==> config.mk <==
export PLATFORM = sky130hd
export DESIGN_NAME = api_frame_receive_deframer_core
export DESIGN_NICKNAME = d
export VERILOG_FILES = /design/src/rtl/core/afrd_pkg.sv /design/src/rtl/core/api_frame_receive_deframer_core.sv
export SDC_FILE = /design/constraint.sdc
export NUM_CORES = 1
export LEC_CHECK = 0
export BUFFER_PORTS_ARGS = -buffer_cell sky130_fd_sc_hd__buf_4
export CORE_ASPECT_RATIO = 0.75
export CORE_MARGIN = 5
export CORE_UTILIZATION = 54
export DETAILED_ROUTE_END_ITERATION = 12
export PLACE_DENSITY = 0.74
export SYNTH_ARGS = -nofsm -noshare
export SYNTH_HDL_FRONTEND = slang
export SYNTH_SLANG_ARGS = --single-unit
==> constraint.sdc <==
create_clock -name clk_i -period 2.8 [get_ports clk_i]
set_input_delay 0.14 -clock clk_i [delete_from_list [all_inputs] [get_ports clk_i]]
set_output_delay 0.14 -clock clk_i [all_outputs]
set_load 0.01 [all_outputs]
==> src/rtl/core/afrd_pkg.sv <==
// Package with the delimiter, escape and checksum codes, phase encoding and result type of the API frame receiver.
`timescale 1ns / 1ps

package afrd_pkg;

  localparam logic [7:0] Delim   = 8'h7E;
  localparam logic [7:0] Esc     = 8'h7D;
  localparam logic [7:0] EscXor  = 8'h20;
  localparam logic [7:0] SumGood = 8'hFF;

  typedef enum logic [4:0] {
    PhHunt  = 5'b00001,
    PhLenHi = 5'b00010,
    PhLenLo = 5'b00100,
    PhData  = 5'b01000,
    PhCsum  = 5'b10000
  } phase_e;

  typedef struct packed {
    logic [7:0] payload_byte;
    logic       frame_end;
    logic       checksum_ok;
  } result_t;

endpackage

==> src/rtl/core/api_frame_receive_deframer_core.sv <==
// Top level of the API frame receiver: delimiter hunt, unescape, length count, checksum.
`timescale 1ns / 1ps

//  channel  | direction | tdata            | tlast     | tuser
//  s_axis   | in        | [7:0] rx_byte    | -         | -
//  m_axis   | out       | [7:0] payload    | frame_end | checksum_ok
//
// One raw byte per cycle while the result is not stalled: a byte is registered at the
// input, then the phase logic updates the frame state and loads the result register.
// A stalled result holds the processing stage; the input register still takes one
// byte. Reset returns to the delimiter hunt with the sum and length cleared.

module api_frame_receive_deframer_core (
  input  logic       clk_i,
  input  logic       rst_ni,
  input  logic       s_axis_tvalid,
  output logic       s_axis_tready,
  input  logic [7:0] s_axis_tdata,   // [7:0] rx_byte
  output logic       m_axis_tvalid,
  input  logic       m_axis_tready,
  output logic [7:0] m_axis_tdata,   // [7:0] payload_byte
  output logic       m_axis_tlast,   // frame_end
  output logic       m_axis_tuser    // [0] checksum_ok
);
  import afrd_pkg::*;

  logic       in_vld_q, in_vld_d;
  logic [7:0] in_byte_q;
  logic       out_vld_q, out_vld_d;
  result_t    out_q, res;
  logic       has_res;
  logic       proc_fire;
  phase_e     phase_q, phase_d;
  logic       esc_q, esc_d;
  logic [15:0] remain_q, remain_d;
  logic [7:0] sum_q, sum_d;
  logic [7:0] v;
  logic [7:0] sum_chk;

  assign proc_fire     = in_vld_q && (!out_vld_q || m_axis_tready);
  assign s_axis_tready = !in_vld_q || proc_fire;

  always_comb begin
    in_vld_d = in_vld_q;
    if (s_axis_tvalid && s_axis_tready) begin
      in_vld_d = 1'b1;
    end else if (proc_fire) begin
      in_vld_d = 1'b0;
    end
  end

  // Frame state update for the registered byte
  always_comb begin
    phase_d  = phase_q;
    esc_d    = esc_q;
    remain_d = remain_q;
    sum_d    = sum_q;
    has_res  = 1'b0;
    res      = '0;
    v        = esc_q ? (in_byte_q ^ EscXor) : in_byte_q;
    sum_chk  = sum_q + v;
    unique case (phase_q)
      PhLenHi, PhLenLo, PhData, PhCsum: begin
        if (!esc_q && in_byte_q == Delim) begin
          // restart the frame
          phase_d  = PhLenHi;
          sum_d    = '0;
          remain_d = '0;
        end else if (!esc_q && in_byte_q == Esc) begin
          esc_d = 1'b1;
        end else begin
          esc_d = 1'b0;
          unique case (phase_q)
            PhLenHi: begin
              remain_d = {8'h00, v};
              phase_d  = PhLenLo;
            end
            PhLenLo: begin
              remain_d = {remain_q[7:0], v};
              phase_d  = ({remain_q[7:0], v} == 16'h0000) ? PhCsum : PhData;
            end
            PhData: begin
              sum_d    = sum_chk;
              remain_d = remain_q - 16'd1;
              if (remain_q == 16'd1) begin
                phase_d = PhCsum;
              end
              has_res          = 1'b1;
              res.payload_byte = v;
            end
            default: begin
              has_res         = 1'b1;
              res.frame_end   = 1'b1;
              res.checksum_ok = (sum_chk == SumGood);
              phase_d         = PhHunt;
              sum_d           = '0;
              remain_d        = '0;
            end
          endcase
        end
      end
      default: begin
        // hunt: drop everything but the delimiter
        phase_d = PhHunt;
        esc_d   = 1'b0;
        if (in_byte_q == Delim) begin
          phase_d  = PhLenHi;
          sum_d    = '0;
          remain_d = '0;
        end
      end
    endcase
  end

  always_comb begin
    out_vld_d = out_vld_q;
    if (proc_fire && has_res) begin
      out_vld_d = 1'b1;
    end else if (m_axis_tready) begin
      out_vld_d = 1'b0;
    end
  end

  always_ff @(posedge clk_i or negedge rst_ni) begin
    if (!rst_ni) begin
      in_vld_q  <= 1'b0;
      out_vld_q <= 1'b0;
      phase_q   <= PhHunt;
      esc_q     <= 1'b0;
      remain_q  <= '0;
      sum_q     <= '0;
    end else begin
      in_vld_q  <= in_vld_d;
      out_vld_q <= out_vld_d;
      if (proc_fire) begin
        phase_q  <= phase_d;
        esc_q    <= esc_d;
        remain_q <= remain_d;
        sum_q    <= sum_d;
      end
    end
  end

  always_ff @(posedge clk_i) begin
    if (s_axis_tvalid && s_axis_tready) begin
      in_byte_q <= s_axis_tdata;
    end
    if (proc_fire && has_res) begin
      out_q <= res;
    end
  end

  assign m_axis_tvalid = out_vld_q;
  assign m_axis_tdata  = out_q.payload_byte;
  assign m_axis_tlast  = out_q.frame_end;
  assign m_axis_tuser  = out_q.checksum_ok;

`ifndef SYNTHESIS
  a_end_zero_payload: assert property (@(posedge clk_i) disable iff (!rst_ni)
    m_axis_tvalid && m_axis_tlast |-> m_axis_tdata == 8'h00)
    else $error("end item carries nonzero payload");

  a_ok_only_on_end: assert property (@(posedge clk_i) disable iff (!rst_ni)
    m_axis_tvalid && !m_axis_tlast |-> !m_axis_tuser)
    else $error("checksum flag on data item");

  a_hunt_no_escape: assert property (@(posedge clk_i) disable iff (!rst_ni)
    phase_q == PhHunt |-> !esc_q)
    else $error("escape pending while hunting");

  a_len_hi_sum_clear: assert property (@(posedge clk_i) disable iff (!rst_ni)
    phase_q == PhLenHi |-> sum_q == 8'h00)
    else $error("running sum not cleared at frame start");

  a_data_count_nonzero: assert property (@(posedge clk_i) disable iff (!rst_ni)
    phase_q == PhData |-> remain_q != 16'h0000)
    else $error("data phase with no bytes remaining");

  a_input_captured: assert property (@(posedge clk_i) disable iff (!rst_ni)
    s_axis_tvalid && s_axis_tready |=> in_vld_q)
    else $error("accepted byte not held in input register");
`endif

endmodule

After elaboration in Yosys (flattened, before gate mapping):

Cells that the tools add are included.

* add/sub/neg operators: 2
* eq/ne operators: 12
* bitwise logic cells: 3
* reduce and logical (&&, ||, !) cells: 24
* muxes and demuxes: 30

Operators with widths (number)
* $mux 16: 4
* $pmux 16 s3: 1
* $mux 8: 4
* $mux 5: 5
* $eq 16x1->1 const B: 1
* $eq 8x7->1 const B: 2
* $logic_not 16->1: 1
* $pmux 8 s2: 1
* $sub 16x1->16 const B: 1
* $pmux 5 s3: 1
* $mux 1: 11
* $add 8x8->8: 1
* $eq 8x8->1 const B: 1
* $reduce_or 4->1: 2
* $mux 6: 1
* $ne 3x3->1 const B: 2
* $reduce_and 3->1: 2
* $reduce_bool 2->1: 3
* $reduce_or 3->1: 2
* $reduce_or 6->1: 1
* $eq 5x2->1 const B: 1
* $eq 5x3->1 const B: 1
* $eq 5x4->1 const B: 1
* $eq 5x5->1 const B: 1
* 10 further kinds: 20

* flip-flop bits (word level): 50
* logic and storage cells: 81
* input bits: 12

Depth between registers and ports, before layout:

Gate-level depths: netlist of the first run.

* depth after elaboration: 8
* depth in mapped cells: 9
* depth with buffers taken out: 8

Worst setup path after synthesis of the first run:

Ideal clock, no wire load.

* path type: flip-flop to flip-flop
* start point: reg phase_q[2]
* end point: reg out_q, in the netlist m_axis_tdata[0], enable pin
* clock period less this slack: 2.707 ns
* arrival: 2.304 ns
* path slack: 0.093 ns
* library setup time: 0.404 ns
* stages on the path, launching flop included: 5
* buffers on the path: 1
* cell sequence: dfrtp_1 > clkbuf_1 > or4_4 > a21o_1 > nor4_1

* word-level cells in the longest chain between the ends: 7
* elaborated cells between the ends (all ways): 11
* classes of those cells: 4 x eq/ne; 4 x mux; 3 x reduce/logical

Ends and longest elaborated chain
* start, declared: line api_frame_receive_deframer_core.sv:33 `phase_e phase_q, phase_d;`
* start signal, assigned: line api_frame_receive_deframer_core.sv:128 `phase_q <= PhHunt;`
* start signal, assigned: line api_frame_receive_deframer_core.sv:136 `phase_q <= phase_d;`
* $eq 5x2->1 / $eq 5x3->1 (equally long branches): line api_frame_receive_deframer_core.sv:62, api_frame_receive_deframer_core.sv:73
* $reduce_or 2->1 (no line)
* $mux 1: line api_frame_receive_deframer_core.sv:73 `unique case (phase_q)`
* $mux 1: line api_frame_receive_deframer_core.sv:69 `end else if (!esc_q && in_byte_q == Esc) begin`
* $mux 1: line api_frame_receive_deframer_core.sv:64 `if (!esc_q && in_byte_q == Delim) begin`
* $mux 1 *: line api_frame_receive_deframer_core.sv:62 `unique case (phase_q)`
* $logic_and 1x1->1 *: line api_frame_receive_deframer_core.sv:148 `if (proc_fire && has_res) begin`
* end signal, assigned: line api_frame_receive_deframer_core.sv:149 `out_q <= res;`
* end, declared: line api_frame_receive_deframer_core.sv:30 `result_t out_q, res;`

Every way passes the cells marked *; elsewhere a longest branch is shown, timed or not.
A chain may end at the register's enable or synchronous reset.

Final worst setup path of the first run:

* start point: reg phase_q[3]
* end point: reg sum_q[6]

* word-level cells in the longest chain between the ends: 6
* elaborated cells between the ends (all ways): 14
* classes of those cells: 6 x eq/ne; 4 x mux; 4 x reduce/logical

Ends and longest elaborated chain
* $eq 5x2->1 / $eq 5x3->1 (equally long branches): line api_frame_receive_deframer_core.sv:62, api_frame_receive_deframer_core.sv:73
* $reduce_or 2->1 (no line)
* $pmux 8 s2: line api_frame_receive_deframer_core.sv:73
* $mux 8: line api_frame_receive_deframer_core.sv:69
* $mux 8: line api_frame_receive_deframer_core.sv:64
* $mux 8: line api_frame_receive_deframer_core.sv:62
* end signal, assigned: line api_frame_receive_deframer_core.sv:139 `sum_q <= sum_d;`
* end, declared: line api_frame_receive_deframer_core.sv:36 `logic [7:0] sum_q, sum_d;`

Several ways; a longest one is shown, not always the timed one. The select of a mux whose other input is x is not followed.

==> impl_summary.md, run 1 <==
Floorplan
The count of boundary I/O pins is 24. The starting utilization of the core area is 56.54%. The floorplan step set the die height to 72.38 microns.

The die covers 6743 sq um. The region available for standard cell placement spans 4955 sq um. From left edge to right edge, the die measures 93.17 microns. After floorplanning, the core was divided into 22 placement rows.

Critical path
At the worst endpoint, the arrival time is 2.68 ns. The maximum fanout along the worst path is 11. By startpoint and endpoint, the worst setup path is classified as reg2reg. STA classifies the critical path startpoint as a flop. The required time at the worst-slack endpoint is 2.99 ns. STA classifies the critical path endpoint as a flop.

Timing
The time the final worst path needs with I/O delays and setup is 2.493 ns. The slew at the pin closest to its max-slew limit is 0.7473 ns. Across all hold checks on the routed design, the worst slack comes to 0.01372 ns. Setup repair after global routing left no endpoint under its margin. For this run, the top clock speed supported by timing is 401.2 MHz. The setup total negative slack is 0 ns.

The final number of max-transition violations is 0. The number of failing hold endpoints at the final stage is 0. Between clock sinks in the finished design, the worst skew comes to 0.01067 ns. The headroom to the max-slew limit is 50.08%. Setup violations remaining at the end of the flow were counted as 0. The share of the clock period used by the worst path is 89.02%.

Detailed routing
Dividing the detail-routed wire length by the instance count gives 18.04 microns. The DRC marker count from the first detailed-route iteration is 235. The number of vias after detailed routing is 2,440. The post-detailed-route via-to-cell ratio is 6.354.

After detailed routing, the number of remaining DRC violations is 0. The detailed-router iteration count before antenna repair is 5. The final routed wirelength across all metal layers is 6926 microns. The number of nets still failing antenna checks after routing is 0.

Synth
Counting flops with a built-in enable in the synthesized netlist gives 18. The number of warnings printed during yosys synthesis is 0. The number of standard cells after synthesis is 286. The synthesis-stage register bit count is 50.

In the synthesized netlist the async set-or-reset flop fraction comes to 64.00%. The share of the Yosys chip area taken by registers is 47.92%. In this run the cell area of the synthesized design comes to 2801 sq um. A synthesized cell averages 9.795 sq um. The number of distinct standard cells referenced by the synthesized netlist is 51. The most used flip-flop cell after synthesis is sky130_fd_sc_hd__dfrtp_1.

The synthesized netlist net count is 308.

Placed design
The half-perimeter wire length of the detailed placement result is 5011 microns. The quantity of I/O buffers inserted on ports is 23. At the end of routability-driven placement, the weighted congestion stood at 0.9134.

CTS
After clock tree synthesis, the clock-pin slew on the worst setup and hold paths is 0.10 ns. Counting every sink on the clock net gives 50. The longest clock path from root to sink contains 2 buffers. The number of buffers created by CTS is 5. The buffer cell driving the clock tree root is sky130_fd_sc_hd__clkbuf_8.

The number of buffers inserted to repair setup after CTS is 0. The clock tree from TritonCTS is built. The clock reaches the later pin of the worst-skew pair after 0.31 ns. The H-tree depth is 2.

Global routing
The first global-routing pass estimated 11,040 microns of wire. After global routing the overflow that remains totals 0. The number of antenna violations at the first check in global routing came to 0. Global routing used 20.93% of the available tracks.

The via count of the first global-routing pass is 2,286. Entering global routing, the biggest net connects 33 pins.

Power and ir drop
The share of total power dissipated in the clock network is 29.4%. The total net switching power is 0.4120 mW. The areal power density over the cells is 446.4 nW/um^2. The combinational cell fraction of total power is 13.0%.

The worst-case IR drop observed on VDD is 0.3555 mV. In this run switching power makes up 28.35% of total power. Registers are responsible for 57.6% of the overall power. The internal portion of the total power is 1.041 mW. The analysis attributes to cell leakage a power of 1.318 nW.

Finish
In the layout the commonest cells are 33 x sky130_fd_sc_hd__buf_4, 31 x sky130_fd_sc_hd__dfrtp_1, 24 x sky130_fd_sc_hd__nor2_1. The antenna diode instance count is 0. The area growth from synthesis to layout is 16.21%. In the final layout, the share of cells above drive strength 1 is 16.67%.

The net count of the finished layout is 345. The most frequent standard cell in the layout excluding fill and tap cells is sky130_fd_sc_hd__buf_4. Fill cells in the final layout number 377.

Status
The flow ran to the end, and the final reports show no timing, DRC or antenna violations.

Flow run
The number of max-cap violations is 0.

Hold path
The type of the most critical hold path is in2reg.
==> cells in the mapped netlist, drive strengths merged, types with 2 or more instances <==
cell / number / area (sq um)
nand3: 4 / 20.02
a211oi: 2 / 20.02
xor2: 8 / 70.07
or3: 5 / 31.28
o31ai: 4 / 30.03
mux2: 6 / 67.56
dfrtp: 31 / 775.7
buf: 4 / 18.76
o41ai: 2 / 17.52
o21a: 2 / 15.01
nor3: 13 / 65.06
and2: 12 / 75.07
a21oi: 17 / 85.08
nand2b: 6 / 37.54
and3: 4 / 25.02
nand2: 18 / 67.56
edfxtp: 18 / 540.5
nand4: 2 / 12.51
a31oi: 4 / 25.02
o211ai: 5 / 37.54
xnor2: 3 / 26.28
nor2: 24 / 90.09
inv: 12 / 45.04
nor2b: 2 / 12.51
a22oi: 6 / 45.04
ha: 9 / 112.6
clkbuf: 7 / 26.28
or4: 2 / 18.77
nor4: 7 / 50.05
o21ai: 25 / 125.1
a32oi: 4 / 35.03
o22ai: 5 / 31.28
==> layout make-up <==
type                       count  area [sq um]  share of cell area, %
tap                           60         75.07                  2.306
clock buffer                   5         68.82                  2.114
multi-input combinational    213          1375                  42.24
sequential                    50          1343                  41.24
timing repair buffer          41         327.8                  10.07
clock inverter                 3         21.27                 0.6533
inverter                      12         45.04                  1.384
==> flip-flops by register name, indices dropped and copies added (netlist names) <==
name and count:
remain_q 16, in_byte_q 8, m_axis_tdata 8, sum_q 8
phase_q 5, esc_q 1, in_vld_q 1, m_axis_tlast 1
m_axis_tuser 1, m_axis_tvalid 1
==> critical path: stages, from the launching register on <==
cell	delay [ns]
sky130_fd_sc_hd__dfrtp_1	0.47
sky130_fd_sc_hd__nor3_1	0.30
sky130_fd_sc_hd__and2_1	0.33
sky130_fd_sc_hd__nor2b_1	0.65
sky130_fd_sc_hd__nor2_1	0.28
sky130_fd_sc_hd__mux2_2	0.34
==> worst paths after layout <==
check | end | from | cells past startpoint | slack [ns]
max in group asynchronous | phase_q[0] | rst_ni | 2 | 2.17
worst max register to register | sum_q[6] | phase_q[3] | 5 | 0.31
min in group asynchronous | sum_q[7] | rst_ni | 2 | 0.31
worst min-delay path | in_byte_q[3] | s_axis_tdata[3] | 1 | 0.01
worst min register to register | sum_q[2] | sum_q[2] | 1 | 0.52
worst max-delay path | sum_q[6] | phase_q[3] | 5 | 0.31
==> cell families (layout without fill, tap and decap cells) <==
group,count (synthesis),after routing,synth area share (%)
AND/OR/NAND/NOR,103,103,19.29
AO/OA/AOI/OAI,83,83,18.98
flip-flops,50,50,47.92
buffers and inverters,23,61,3.215
XOR/XNOR,11,11,3.439
adder cells (fa/ha/maj),10,10,4.734
multiplexers,6,6,2.412
==> per-layer routing <==
metal | track usage, % | part of all wire (%) | wire, microns | vias up
met5 | 0 | 0 | 0 | -
met4 | 5.203 | 1.1 | 76 | 0
met3 | 4.663 | 8.2 | 570 | 11
met2 | 30.89 | 44 | 3056 | 118
met1 | 31.34 | 47 | 3222 | 1181
li1 | - | - | - | 1130
==> timing repair <==
action                                 4_1_cts  5_1_grt
hold buffers                                 2        6
endpoints found under the hold margin       32        6
gates resized for setup                      0        0
==> power by group through the flow <==
stage | Sequential (mW) | Combinational (mW) | Clock, mW
2_1_floorplan | 0.837 | 0.110 | 0
3_3_place_gp | 0.850 | 0.171 | 0
3_5_place_dp | 0.850 | 0.176 | 0
4_1_cts | 0.835 | 0.179 | 0.428
5_1_grt | 0.842 | 0.209 | 0.463
6_report | 0.837 | 0.189 | 0.427
==> metrics by stage <==
stage	setup WS (ns)	power, mW	util (%)	area (sq um)	instances
finish	0.3074	1.453	65.71	3256	384
global route	0.1438	1.514	65.71	3256	384
CTS	0.3616	1.442	64.49	3196	378
detailed placement	0.3817	1.026	62.27	3085	368
global placement	0.5023	1.021	62.27	3085	368
floorplan	0.09252	0.9471	-	2801	286
Power figures use the tool's default switching activity.
==> run 2: changes to the inputs <==
--- a/config.mk
+++ b/config.mk
@@ -11,6 +11,7 @@
 export CORE_UTILIZATION = 54
 export DETAILED_ROUTE_END_ITERATION = 12
 export PLACE_DENSITY = 0.74
+export SETUP_SLACK_MARGIN = 0.5
 export SYNTH_ARGS = -nofsm -noshare
 export SYNTH_HDL_FRONTEND = slang
 export SYNTH_SLANG_ARGS = --single-unit
==> impl_summary.md, run 2 (same netlist as run 1, synthesis figures left out) <==
Status
The run finished with clean final reports.

Floorplan
The initialized floorplan defines 22 standard-cell rows. The region available for standard cell placement spans 4955 sq um. The height of the chip is 72.38 microns.

The die covers 6743 sq um. The starting utilization of the core area is 56.54%. In this run the horizontal extent of the chip is 93.17 microns. The count of boundary I/O pins is 24.

Critical path
The maximum fanout along the worst path is 8. The worst register-to-register path begins at phase_q[3]. The critical path class is reg2reg. For the worst setup path, the data required time is 3.02 ns.

Counting cells, the worst reg-to-reg path comes to 5. STA classifies the critical path startpoint as a flop. The reg-to-reg critical path endpoint is remain_q[8]. The register-to-register path setup slack is 0.56 ns. STA classifies the critical path endpoint as a flop. The endpoint of the most critical setup path is remain_q[8]. The critical path data arrival time is 2.46 ns.

The first element of the critical path is phase_q[3].

Detailed routing
The final routed wirelength across all metal layers is 7088 microns. In the routed design, unresolved DRC markers number 0. The number of nets still failing antenna checks after routing is 0.

The pre-antenna-repair detailed-routing pass consisted of 5 iterations. Using the TritonRoute via totals, the vias-per-cell ratio works out to 6.341. The detailed router finished its first iteration with 203 violations. The detailed-route wire length per cell is 18.17 microns.

The final route contains 2,473 vias.

CTS
Clock-pin slew was measured on the worst setup and hold paths at 0.10 ns. The number of buffers created by CTS is 5. At the later pin of the worst-skew pair, clock insertion delay measures 0.30 ns. The sink count of the clock tree is 50. CTS built an H-tree with a depth of 2.

The tree is rooted in a sky130_fd_sc_hd__clkbuf_8. The clock tree from TritonCTS is built. The number of buffers on the longest clock path is 2.

Flow run
The number of max-cap violations is 0.

Finish
Measured on the finished design, the core utilization comes to 68.94%. Relative to the synthesized area, the layout overhead comes to 21.93%. The net count reported at finish is 351. Of the cells placed in the final design, the portion with a size suffix greater than 1 is 23.64%. The antenna diode instance count is 0. The number of cells in the finished layout apart from fillers is 390.

Leaving out fill and tap cells, the most frequent cell in the layout is sky130_fd_sc_hd__buf_4. Ranked by flip-flop count, first place goes to remain_q. The number of flip-flops in the largest register is 16.

In the layout the commonest cells are 40 x sky130_fd_sc_hd__buf_4, 28 x sky130_fd_sc_hd__dfrtp_1, 22 x sky130_fd_sc_hd__nor2_1. The number of filler instances in the final layout is 379.

Global routing
The via count of the first global-routing pass came to 2,226. The number of antenna violations at the first check in global routing was 0. The global routing usage summed across all routing layers is 20.78%. The first global-routing pass estimated 11,150 microns of wire. Entering global routing, the biggest net connects 33 pins. The aggregate global routing overflow is 0.

Placed design
At the end of routability-driven placement, the weighted congestion stood at 0.8973. Timing analysis after detailed placement gives a worst setup slack of 0.4153 ns. The half-perimeter wire length of the detailed placement result is 4942 microns. Input and output buffers added on the ports amount to 23. Once placement completed, the tool counted placed cells totaling 368.

Timing
Headroom to the max-slew limit came out at 51.99%. The slew at the pin closest to its max-slew limit is 0.7148 ns. The worst hold margin is 0.01235 ns. The final worst-path setup slack is 0.5576 ns.

After layout, the worst path uses 80.09% of the clock period. The time the final worst path needs with I/O delays and setup is 2.242 ns. Clock skew on the completed layout was measured at 0.009089 ns. Setup violations remaining at the end of the flow were counted as 0.

The number of failing hold endpoints at the final stage is 0. The setup total negative slack is 0 ns. Setup repair after global routing left no endpoint under its margin. The final number of max-transition violations is 0.

The timing-limited maximum frequency is 445.9 MHz.

Power and ir drop
The part of the total power dissipated in the clock network is 33.7%. The combinational cell fraction of total power is 12.4%. The areal power density over the cells is 455.4 nW/um^2.

For this design the static power due to leakage is 1.369 nW. The share of total power consumed by net switching is 26.76%. The internal power component is 1.139 mW. Summed over all nets, the switching power comes to 0.4163 mW. The share of total power in sequential cells is 53.9%. VDD sags by at most 0.3507 mV.

Hold path
The type of the most critical hold path is in2reg.
-- run 2: cell types whose count changed in the layout (fill, tap and decap cells not counted), sizes merged --
cell and change:
clkinvlp -1, dlygate4sd3 -2, inv +1, buf +8, bufinv +1, clkinv -1
-- run 2: repair_timing --
| action | CTS | global route |
|---|---|---|
| setup endpoints to repair | 23 | 37 |
| endpoints found under the hold margin | 31 | 5 |
| resized for setup | 1 | 19 |
| gates cloned | 0 | 0 |
| setup buffers | 0 | 8 |
| hold buffers | 1 | 5 |
| pin swaps | 1 | 6 |
-- run 2: worst min path at each step --
stage                     from            to  cells after the start
3_3_place_gp            rst_ni      sum_q[1]                      1
2_1_floorplan           rst_ni         esc_q                      0
6_report       s_axis_tdata[5]  in_byte_q[5]                      1
4_1_cts        s_axis_tdata[4]  in_byte_q[4]                      1
5_1_grt        s_axis_tdata[5]  in_byte_q[5]                      1
3_5_place_dp            rst_ni      sum_q[4]                      1
-- run 2: cell type report --
class / instances / area, sq um / area share, %
Multi-Input combinational cell: 213 / 1461 / 42.78
Sequential cell: 50 / 1346 / 39.41
Timing Repair Buffer: 47 / 371.6 / 10.88
Tap cell: 60 / 75.07 / 2.198
Clock buffer: 5 / 68.82 / 2.015
Clock inverter: 3 / 47.55 / 1.392
Inverter: 12 / 45.04 / 1.319
-- run 2: power by group through the flow --
stage	Sequential, mW	Clock, mW	Combinational [mW]
after floorplan	0.837	0	0.110
after global placement	0.852	0	0.168
after detailed placement	0.852	0	0.172
after CTS	0.837	0.534	0.174
after global routing	0.842	0.567	0.211
final	0.838	0.524	0.194
-- run 2: worst max-delay path, stage by stage, from the launching register on --
cell                       delay (ns)
sky130_fd_sc_hd__dfrtp_2         0.47
sky130_fd_sc_hd__or4_4           0.56
sky130_fd_sc_hd__a211oi_4        0.26
sky130_fd_sc_hd__o221ai_4        0.18
sky130_fd_sc_hd__or3_4           0.48
sky130_fd_sc_hd__o22ai_1         0.20
-- run 2: layer usage --
metal / wire [microns] / up-vias / global-route usage [%]
li1: - / 1148 / -
met1: 3321 / 1197 / 30.71
met2: 3166 / 121 / 31.52
met3: 557 / 7 / 4.663
met4: 42 / 0 / 4.228
met5: 0 / - / 0
-- run 2: per-stage QoR --
step	area, sq um	total power, mW
2_1_floorplan	2816	0.9475
3_3_place_gp	3094	1.020
3_5_place_dp	3094	1.024
4_1_cts	3226	1.546
5_1_grt	3416	1.620
6_report	3416	1.556
